[src/design/b64e_pkg.sv]
// ----------------------------------------------------------------------------
// b64e_pkg
// Shared types, constants and the character map of the bcrypt radix-64
// encoder.
// ----------------------------------------------------------------------------
`default_nettype none

package b64e_pkg;

	localparam int unsigned BYTE_W      = 8;
	localparam int unsigned CHAR_W      = 7;
	localparam int unsigned SEXTET_W    = 6;
	localparam int unsigned LEFT_W      = 4;
	localparam int unsigned QUEUE_DEPTH = 2;

	typedef logic [SEXTET_W-1:0] sextet_t;

	typedef enum logic [1:0] {
		POS_FIRST  = 2'd0,
		POS_SECOND = 2'd1,
		POS_THIRD  = 2'd2,
		POS_UNUSED = 2'd3
	} group_pos_t;

	// One classified byte: up to two sextets to emit, and how to flag them.
	typedef struct packed {
		sextet_t sext0;
		sextet_t sext1;
		logic    two;
		logic    last;
	} entry_t;

	// Maps a sextet onto the alphabet "./A-Za-z0-9".
	function automatic logic [CHAR_W-1:0] to_char(input sextet_t s);
		logic [CHAR_W-1:0] ext;
		logic [CHAR_W-1:0] c;
		begin
			ext = {1'b0, s};
			if (s < 6'd2) begin
				c = 7'd46 + ext;
			end else if (s < 6'd28) begin
				c = 7'd63 + ext;
			end else if (s < 6'd54) begin
				c = 7'd69 + ext;
			end else begin
				c = ext - 7'd6;
			end
			return c;
		end
	endfunction

endpackage

`default_nettype wire

[src/design/b64e_front.sv]
// ----------------------------------------------------------------------------
// b64e_front
// Accepts bytes, tracks the group position and leftover bits, and turns each
// byte into one queue entry of one or two sextets.
// ----------------------------------------------------------------------------
`default_nettype none

module b64e_front (
	input  wire logic                     clk,
	input  wire logic                     arst_n,
	input  wire logic                     in_valid,
	output logic                          in_ready,
	input  wire logic [b64e_pkg::BYTE_W-1:0] in_byte,
	input  wire logic                     in_last,
	input  wire logic                     queue_full,
	output logic                          push,
	output b64e_pkg::entry_t              push_entry
);
	import b64e_pkg::*;

	group_pos_t          pos_q;
	logic [LEFT_W-1:0]   left_q;
	group_pos_t          pos_next;
	logic [LEFT_W-1:0]   left_next;

	assign in_ready = !queue_full;
	assign push     = in_valid && in_ready;

	always_comb begin
		push_entry.last = in_last;
		case (pos_q)
			POS_SECOND: begin
				push_entry.sext0 = {left_q[1:0], in_byte[7:4]};
				push_entry.sext1 = {in_byte[3:0], 2'b00};
				push_entry.two   = in_last;
				pos_next         = POS_THIRD;
				left_next        = in_byte[3:0];
			end
			POS_THIRD: begin
				push_entry.sext0 = {left_q, in_byte[7:6]};
				push_entry.sext1 = in_byte[5:0];
				push_entry.two   = 1'b1;
				pos_next         = POS_FIRST;
				left_next        = '0;
			end
			default: begin
				push_entry.sext0 = in_byte[7:2];
				push_entry.sext1 = {in_byte[1:0], 4'b0000};
				push_entry.two   = in_last;
				pos_next         = POS_SECOND;
				left_next        = {2'b00, in_byte[1:0]};
			end
		endcase
	end

	always_ff @(posedge clk or negedge arst_n) begin
		if (!arst_n) begin
			pos_q  <= POS_FIRST;
			left_q <= '0;
		end else if (push) begin
			if (in_last) begin
				pos_q  <= POS_FIRST;
				left_q <= '0;
			end else begin
				pos_q  <= pos_next;
				left_q <= left_next;
			end
		end
	end

	a_pos_valid: assert property (@(posedge clk) disable iff (!arst_n)
		pos_q != POS_UNUSED)
		else $error("group position reached an unused code");

	a_left_first: assert property (@(posedge clk) disable iff (!arst_n)
		(pos_q == POS_FIRST) |-> (left_q == '0))
		else $error("leftover bits not cleared at group start");

	a_left_second: assert property (@(posedge clk) disable iff (!arst_n)
		(pos_q == POS_SECOND) |-> (left_q[3:2] == 2'b00))
		else $error("too many leftover bits after first byte");

endmodule

`default_nettype wire

[src/design/b64e_queue.sv]
// ----------------------------------------------------------------------------
// b64e_queue
// Small register queue of classified entries between front and back.
// ----------------------------------------------------------------------------
`default_nettype none

module b64e_queue #(
	parameter int unsigned DEPTH = b64e_pkg::QUEUE_DEPTH
) (
	input  wire logic             clk,
	input  wire logic             arst_n,
	input  wire logic             push,
	input  wire b64e_pkg::entry_t push_entry,
	input  wire logic             pop,
	output logic                  full,
	output logic                  empty,
	output b64e_pkg::entry_t      head
);
	import b64e_pkg::*;

	localparam int unsigned PTR_W = (DEPTH > 1) ? $clog2(DEPTH) : 1;
	localparam int unsigned CNT_W = $clog2(DEPTH + 1);
	localparam logic [PTR_W-1:0] PTR_LAST = PTR_W'(DEPTH - 1);
	localparam logic [CNT_W-1:0] CNT_FULL = CNT_W'(DEPTH);

	entry_t            mem_q [DEPTH];
	logic [PTR_W-1:0]  wr_ptr_q;
	logic [PTR_W-1:0]  rd_ptr_q;
	logic [CNT_W-1:0]  count_q;

	assign full  = (count_q == CNT_FULL);
	assign empty = (count_q == '0);
	assign head  = mem_q[rd_ptr_q];

	always_ff @(posedge clk) begin
		if (push) begin
			mem_q[wr_ptr_q] <= push_entry;
		end
	end

	always_ff @(posedge clk or negedge arst_n) begin
		if (!arst_n) begin
			wr_ptr_q <= '0;
			rd_ptr_q <= '0;
			count_q  <= '0;
		end else begin
			if (push) begin
				wr_ptr_q <= (wr_ptr_q == PTR_LAST) ? '0 : wr_ptr_q + 1'b1;
			end
			if (pop) begin
				rd_ptr_q <= (rd_ptr_q == PTR_LAST) ? '0 : rd_ptr_q + 1'b1;
			end
			if (push && !pop) begin
				count_q <= count_q + 1'b1;
			end else if (pop && !push) begin
				count_q <= count_q - 1'b1;
			end
		end
	end

	a_no_overflow: assert property (@(posedge clk) disable iff (!arst_n)
		!(push && full))
		else $error("request pushed into a full queue");

	a_no_underflow: assert property (@(posedge clk) disable iff (!arst_n)
		!(pop && empty))
		else $error("pop from an empty queue");

	a_count_range: assert property (@(posedge clk) disable iff (!arst_n)
		count_q <= CNT_FULL)
		else $error("queue count beyond depth");

endmodule

`default_nettype wire

[src/design/b64e_back.sv]
// ----------------------------------------------------------------------------
// b64e_back
// Takes queue entries and emits their characters one per cycle through an
// output register, while the receiver is ready.
// ----------------------------------------------------------------------------
`default_nettype none

module b64e_back (
	input  wire logic                      clk,
	input  wire logic                      arst_n,
	input  wire logic                      empty,
	input  wire b64e_pkg::entry_t          head,
	output logic                           pop,
	output logic                           out_valid,
	input  wire logic                      out_ready,
	output logic [b64e_pkg::CHAR_W-1:0]    out_char,
	output logic                           out_last
);
	import b64e_pkg::*;

	logic              valid_q;
	logic [CHAR_W-1:0] char_q;
	logic              last_q;
	logic              phase_q;
	logic              load;

	assign load      = !valid_q || out_ready;
	assign pop       = load && !empty && (phase_q || !head.two);
	assign out_valid = valid_q;
	assign out_char  = char_q;
	assign out_last  = last_q;

	always_ff @(posedge clk or negedge arst_n) begin
		if (!arst_n) begin
			valid_q <= 1'b0;
			phase_q <= 1'b0;
		end else if (load) begin
			valid_q <= !empty;
			if (!empty) begin
				phase_q <= !phase_q && head.two;
			end
		end
	end

	always_ff @(posedge clk) begin
		if (load && !empty) begin
			if (phase_q) begin
				char_q <= to_char(head.sext1);
				last_q <= head.last;
			end else begin
				char_q <= to_char(head.sext0);
				last_q <= head.last && !head.two;
			end
		end
	end

	a_phase_has_entry: assert property (@(posedge clk) disable iff (!arst_n)
		phase_q |-> !empty)
		else $error("second character pending without a queued entry");

	a_phase_two: assert property (@(posedge clk) disable iff (!arst_n)
		phase_q |-> head.two)
		else $error("second character pending for a one-character entry");

	a_pop_after_second: assert property (@(posedge clk) disable iff (!arst_n)
		(load && !empty && !head.two) |-> pop)
		else $error("one-character entry not retired");

endmodule

`default_nettype wire

[src/design/bcrypt_radix64_encoder.sv]
// ----------------------------------------------------------------------------
// bcrypt_radix64_encoder
// Unpadded radix-64 encoder with the bcrypt alphabet "./A-Za-z0-9".
// ----------------------------------------------------------------------------
// Bytes enter on the s_axis channel, one per request, with s_axis_tlast on
// the final byte of a stream. Characters leave on the m_axis channel as
// 7-bit ASCII, one per request, with m_axis_tlast on the final character.
// A byte yields one character at group positions 0 and 1 and two at
// position 2; a final byte at position 0 or 1 adds one flush character.
// The first character of a byte is written into the queue and then into the
// output register before it appears on m_axis.
// The back end emits one character per cycle while m_axis_tready is high, so
// a byte takes one or two characters of output bandwidth. The character rate
// of the output register sets the byte rate. A two-entry queue decouples
// the byte side from the character side, so s_axis_tready stays high while
// the output register waits for m_axis_tready and the queue has room.
// Reset clears the group position, the leftover bits, the queue and the
// output valid. When the receiver stalls, the output holds its character,
// the queue fills, and then s_axis_tready falls.
// ----------------------------------------------------------------------------
`default_nettype none

module bcrypt_radix64_encoder #(
	parameter int unsigned QUEUE_DEPTH = b64e_pkg::QUEUE_DEPTH
) (
	input  wire logic       clk,
	input  wire logic       arst_n,
	input  wire logic       s_axis_tvalid,
	output logic            s_axis_tready,
	input  wire logic [7:0] s_axis_tdata,  // [7:0] data_byte
	input  wire logic       s_axis_tlast,  // final_byte
	output logic            m_axis_tvalid,
	input  wire logic       m_axis_tready,
	output logic [7:0]      m_axis_tdata,  // [6:0] out_char, [7] zero
	output logic            m_axis_tlast   // end_of_text
);
	import b64e_pkg::*;

	logic              push;
	logic              pop;
	logic              full;
	logic              empty;
	entry_t            push_entry;
	entry_t            head;
	logic [CHAR_W-1:0] out_char;

	b64e_front u_front (
		.clk        (clk),
		.arst_n     (arst_n),
		.in_valid   (s_axis_tvalid),
		.in_ready   (s_axis_tready),
		.in_byte    (s_axis_tdata),
		.in_last    (s_axis_tlast),
		.queue_full (full),
		.push       (push),
		.push_entry (push_entry)
	);

	b64e_queue #(
		.DEPTH (QUEUE_DEPTH)
	) u_queue (
		.clk        (clk),
		.arst_n     (arst_n),
		.push       (push),
		.push_entry (push_entry),
		.pop        (pop),
		.full       (full),
		.empty      (empty),
		.head       (head)
	);

	b64e_back u_back (
		.clk       (clk),
		.arst_n    (arst_n),
		.empty     (empty),
		.head      (head),
		.pop       (pop),
		.out_valid (m_axis_tvalid),
		.out_ready (m_axis_tready),
		.out_char  (out_char),
		.out_last  (m_axis_tlast)
	);

	assign m_axis_tdata = {1'b0, out_char};

endmodule

`default_nettype wire

[config.mk]
export PLATFORM = sky130hd
export DESIGN_NAME = bcrypt_radix64_encoder
export DESIGN_NICKNAME = d
export VERILOG_FILES = /design/src/design/b64e_pkg.sv /design/src/design/b64e_front.sv /design/src/design/b64e_queue.sv /design/src/design/b64e_back.sv /design/src/design/bcrypt_radix64_encoder.sv
export SDC_FILE = /design/constraint.sdc
export NUM_CORES = 1
export LEC_CHECK = 0
export BUFFER_PORTS_ARGS = -buffer_cell sky130_fd_sc_hd__buf_4
export CORE_ASPECT_RATIO = 0.6
export CORE_MARGIN = 1.5
export CORE_UTILIZATION = 45
export CTS_CLUSTER_DIAMETER = 30
export DETAILED_ROUTE_END_ITERATION = 12
export GPL_ROUTABILITY_DRIVEN = 0
export GPL_TIMING_DRIVEN = 0
export PLACE_DENSITY = 0.73
export RECOVER_POWER = 50
export SKIP_LAST_GASP = 1
export SLEW_MARGIN = 20
export SYNTH_ARGS = -nofsm -noshare
export SYNTH_HDL_FRONTEND = slang
export SYNTH_SLANG_ARGS = --single-unit
[constraint.sdc]
create_clock -name clk -period 4.8 [get_ports clk]
set_clock_uncertainty 0.15 [all_clocks]
set_input_delay 0 -clock clk [delete_from_list [all_inputs] [get_ports clk]]
set_output_delay 0 -clock clk [all_outputs]
set_load 0.05 [all_outputs]
Yosys cells after proc, flatten, opt, wreduce, memory -nomap -nowiden
Memories as Yosys holds them, arrays and structs flattened.
Cells that the tools add are included.
{"block": "totals", "register_bits": 20, "latch_bits": 0, "mem_bits_rw": 28, "mem_bits_ro": 0, "inputBits": 13, "out_inout_bits": 11, "word_cells": 70, "mem_count": 1}
{"block": "classes", "addsub": 12, "multipliers": 0, "n_div": 0, "order_cmp": 6, "eq_ne": 3, "n_shift": 0, "n_mux": 19, "n_bitwise": 1, "reduce_logical": 19}
{"name": "u_queue.mem_q", "depth": 2, "width": 14, "rd": 1, "rd_clocked_by_memory_dff": 0, "write_ports": 1, "line": "b64e_queue.sv:26", "source": "entry_t mem_q [DEPTH];"}
{"operator": "$mux 7", "n": 7}
{"operator": "$add 6x6->7 const A", "n": 4}
{"operator": "$pmux 13 s2", "n": 1}
{"operator": "$add 7x6->7 const A", "n": 2}
{"operator": "$sub 6x3->7 const B", "n": 2}
{"operator": "$lt 6x2->1 const B", "n": 2}
{"operator": "$lt 6x5->1 const B", "n": 2}
{"operator": "$lt 6x6->1 const B", "n": 2}
{"operator": "$pmux 4 s2", "n": 1}
{"operator": "$logic_and 1x1->1", "n": 7}
{"operator": "$logic_not 1->1", "n": 7}
{"operator": "$mux 2", "n": 3}
{"operator": "$mux 1", "n": 5}
{"operator": "$eq 2x2->1 const B", "n": 2}
{"operator": "$mux 4", "n": 1}
{"operator": "$pmux 2 s2", "n": 1}
{"operator": "$add 1x1->1 const B", "n": 2}
{"operator": "$add 2x1->2 const B", "n": 1}
{"operator": "$eq 2x1->1 const B", "n": 1}
{"operator": "$logic_not 2->1", "n": 1}
{"operator": "$logic_or 1x1->1", "n": 2}
{"operator": "$reduce_and 2->1", "n": 1}
{"operator": "$reduce_bool 2->1", "n": 1}
{"operator": "$sub 2x1->2 const B", "n": 1}
{"operator": "$not 1->1", "n": 1}

Depth between registers and ports, before layout
{"block": "logic_depth", "word_depth": 7, "depth_mapped": 11, "mapped_depth_nobuf": 9}

By module
From an unflattened synthesis, not the netlist that was laid out.
{"block": "hier_totals", "cells_unflattened": 276, "hier_area_um2": 2991.6}
{"module": "b64e_queue", "instances": 1, "cells_each": 60, "area_each_um2": 1249.9, "seq_area_each_um2": 940.9}
{"module": "b64e_back", "instances": 1, "cells_each": 150, "area_each_um2": 1207.4, "seq_area_each_um2": 290.3}
{"module": "b64e_front", "instances": 1, "cells_each": 64, "area_each_um2": 523.0, "seq_area_each_um2": 150.1}
{"module": "bcrypt_radix64_encoder", "instances": 1, "cells_each": 2, "area_each_um2": 11.3, "seq_area_each_um2": 0.0}

Least setup slack after synthesis
Ideal clock, no wire load.
{"block": "synth_timing", "path_kind": "flip-flop to flip-flop", "from": "reg u_queue.rd_ptr_q", "to": "reg u_back.char_q[3] (netlist: u_back.out_char[3]), data pin", "setup_ps": 269, "arrival_time_ps": 2187, "required_time_ps": 4381, "path_slack_ps": 2194, "path_stages_with_launch": 11, "path_buffers": 2, "period_less_slack_ps": 2606, "cell_sequence": "dfrtp_1 > buf_6 > buf_12 > mux2i_1 > inv_1 > ha_1 > a221oi_1 > o21ai_0 > a32oi_1 > xnor2_1 > mux2i_1"}
{"block": "synth_between", "elab_chain_len": 6, "word_cells_on_any_way": 22, "cone_classes": "8 x add/sub; 6 x order compare; 7 x mux; 1 x memory"}
{"element": "from (decl)", "line": "b64e_queue.sv:28", "source": "logic [PTR_W-1:0] rd_ptr_q;"}
{"element": "from (signal assigned)", "line": "b64e_queue.sv:51", "source": "rd_ptr_q <= (rd_ptr_q == PTR_LAST) ? '0 : rd_ptr_q + 1'b1;"}
{"element": "$mem_v2 2x14 *"}
{"element": "$add 7x6->7 (tied with other cells)", "line": "b64e_pkg.sv:44", "source": "c = 7'd69 + ext;"}
{"element": "$mux 7", "line": "b64e_pkg.sv:43", "source": "end else if (s < 6'd54) begin"}
{"element": "$mux 7", "line": "b64e_pkg.sv:41", "source": "end else if (s < 6'd28) begin"}
{"element": "$mux 7", "line": "b64e_pkg.sv:39", "source": "if (s < 6'd2) begin"}
{"element": "$mux 7 *", "line": "b64e_back.sv:47", "source": "if (phase_q) begin"}
{"element": "to (signal assigned)", "line": "b64e_back.sv:48", "source": "char_q <= to_char(head.sext1);"}
{"element": "to (signal assigned)", "line": "b64e_back.sv:51", "source": "char_q <= to_char(head.sext0);"}
{"element": "to (decl)", "line": "b64e_back.sv:22", "source": "logic [CHAR_W-1:0] char_q;"}
Mark *: on every way between the ends. The rest lies on a longest branch, timed or not.
A chain may end at the register's enable or synchronous reset.

Worst setup path in the final report
Same ends and word-level chain as after synthesis.

==> reports/results.ini <==
[run_status]
outcome=complete, no violations

[sta]
setup_slack_ps=1520
period_share=0.684
maxSlewHeadroom=0.298
min_period_ps=3280
tns_ps=0
finalSetupViolations=0
fmax_mhz=305
finalHoldViolCount=0
rsz0062_at_grt=false
holdWs_ps=63.4
worst_slew_pin_slew_ps=1050
slew_viol_final=0

[clock_tree]
cts_max_level=2
post_cts_buffers=0
cts.sinks=48
cts.repair.resized=0
clk_pin_slew_ps=90
clk_path_buf_depth=2
clock_latency_ps=310
numCtsBuffers=5
root_buffer=clkbuf_8
cts_tree=yes

[run]
cap_violations=0

[route]
drt_iter0_markers=178
drtPass1Iterations=4
wl_um=6730
via_per_inst=5.88
wl_per_cell_um=16.8
route.detailed.drc=0
vias=2351
antenna_left=0

[logic_synthesis]
synth_edf_count=36
yosys-top-cells-count=edfxtp_1, o21ai_0, nand2_1, nor2_1, a21oi_1
yosys_warnings=0
async_flop_share=0.250
ys_seq_area_frac=0.476
syn_area_um2=2900
synth_ff_type=edfxtp_1
synth.ff_latch_count=48
synth_largest_area_cell=edfxtp_1
ys_types=49
syn_nets=301
synth.most_common_cell=edfxtp_1
synth.area.top_cells=edfxtp_1, dfrtp_1, ha_1
netlist_instances=274
yosysTopAreaCellShare=0.373
avgSynthCellArea_um2=10.6

[global_route]
grt_max_degree=15
grt_antenna_before_repair=0
grt_pass1_wl_um=10800
grt_pass1_vias=2051
gr-total-overflow=0
grt_usage=0.205

[pwr]
peakVddDrop_uv=265
leakage_nw=1.28
p_per_area_nw_per_um2=756

[floorplan]
die_y_um=65.2
initial_core_util=0.470
io_pins=24
die_w_um=107
rows=22
die_area_um2=6950
coreArea_um2=6170

[setup_path]
critPathKind=reg -> reg
crit_path_start_kind=flip-flop
worstPathRequired_ps=4700
cp_data_arrival_time_ps=3180
crit_fanout=10
endpoint_kind=flip-flop

[final_layout]
drive_above_1_share=0.104
syn2layout_area_growth_pct=15.8
fin_nets=342
utilization=0.545
regArea_um2=1380
multiInputGateArea_um2=1400
nFillCells=552
n_antenna_cell=0
finalNonFillerCells=400

[place]
hpwl_um=4970
pre_cts_slack_ps=1620
placedCellCount=380
portBuffers=22

[min_path]
hold_class=in -> reg

## worst paths after layout
kind / start / to / slack (ps) / cells after the start
setup / recovery: u_queue.rd_ptr_q$_DFFE_PN0P_ / u_back.out_char[3]$_DFFE_PP_ / 1520 / 10
hold / removal: s_axis_tvalid / u_queue.wr_ptr_q$_DFFE_PN0P_ / 60 / 3
setup reg to reg: u_queue.rd_ptr_q$_DFFE_PN0P_ / u_back.out_char[3]$_DFFE_PP_ / 1520 / 10
hold reg to reg: u_queue.count_q[1]$_DFFE_PN0P_ / u_queue.count_q[1]$_DFFE_PN0P_ / 350 / 1
max in group asynchronous: arst_n / u_queue.wr_ptr_q$_DFFE_PN0P_ / 3480 / 3
min in group asynchronous: arst_n / u_queue.rd_ptr_q$_DFFE_PN0P_ / 640 / 3
## logic make-up after synthesis
| family | after synthesis | synth area share |
|---|---|---|
| AO/OA/AOI/OAI | 89 | 0.201 |
| XOR/XNOR | 9 | 0.0272 |
| adder cells (fa/ha/maj) | 14 | 0.0604 |
| buffers and inverters | 24 | 0.0410 |
| flip-flops | 48 | 0.476 |
| multiplexers | 20 | 0.0802 |
| other | 1 | 0.00129 |
| AND/OR/NAND/NOR | 69 | 0.113 |
## sequential cells by signal, summed over array words and instances (netlist names)
| name | flops |
|---|---|
| u_queue.mem_q | 28 |
| u_queue.rd_ptr_q | 1 |
| u_back.out_char | 7 |
| u_front.left_q | 4 |
| u_queue.count_q | 2 |
| u_back.out_last | 1 |
| u_back.phase_q | 1 |
| u_queue.wr_ptr_q | 1 |
| u_front.pos_q | 2 |
| u_back.out_valid | 1 |
## cells in the final DEF, fill, tap and decap left out, drive strengths merged, types with 5 or more instances in the layout
cell / instances
buf: 14
nor2: 19
edfxtp: 36
inv: 15
dlygate4sd3: 12
mux2i: 14
mux2: 6
nand2: 21
o21ai: 25
dfrtp: 12
a21oi: 17
clkbuf: 23
xnor2: 7
a22oi: 11
nor3: 5
ha: 14
## per-layer routing
layer  wire [um]  vias up  GRT usage
met4          59        0     0.0467
li1            -     1116          -
met1        3380     1115      0.319
met3         632        7     0.0605
met2        2660      113      0.276
met5           0        -          0
## repair_timing
item	CTS	global route
hold buffers	12	0
hold endpoints to repair	47	0
endpoints found under the setup margin	0	0
## cell type report
class	count	share of cell area
inverters	15	0.0168
clock inverters	2	0.0104
well taps	84	0.0313
repair buffers	34	0.0726
clock buffers	6	0.0216
flip-flops and latches	48	0.411
plain buffers	9	0.0186
multi-input cells	202	0.418
## worst max-delay path: stages, from the launching register on
cell	delay [ps]
dfrtp_1	350
buf_6	180
buf_12	150
mux2i_1	630
inv_1	320
ha_1	260
a221oi_1	270
o21ai_0	130
a32oi_1	240
xnor2_1	200
mux2i_1	130
## stage by stage
stage | instance area, um^2 | power [mW]
after global placement | 3170 | 2.21
after global routing | 3360 | 2.72
final | 3360 | 2.54
after CTS | 3400 | 2.56
after floorplan | 2900 | 1.88
after detailed placement | 3170 | 2.26
## where the power goes
group          leakage (nW)  internal (mW)  switching, mW  total, mW
registers             0.490          0.674         0.0831      0.757
logic                 0.738          0.513          0.980       1.49
clock network        0.0552          0.155          0.137      0.291
total                  1.28           1.34           1.20       2.54
(Power assumes the default switching activity.)
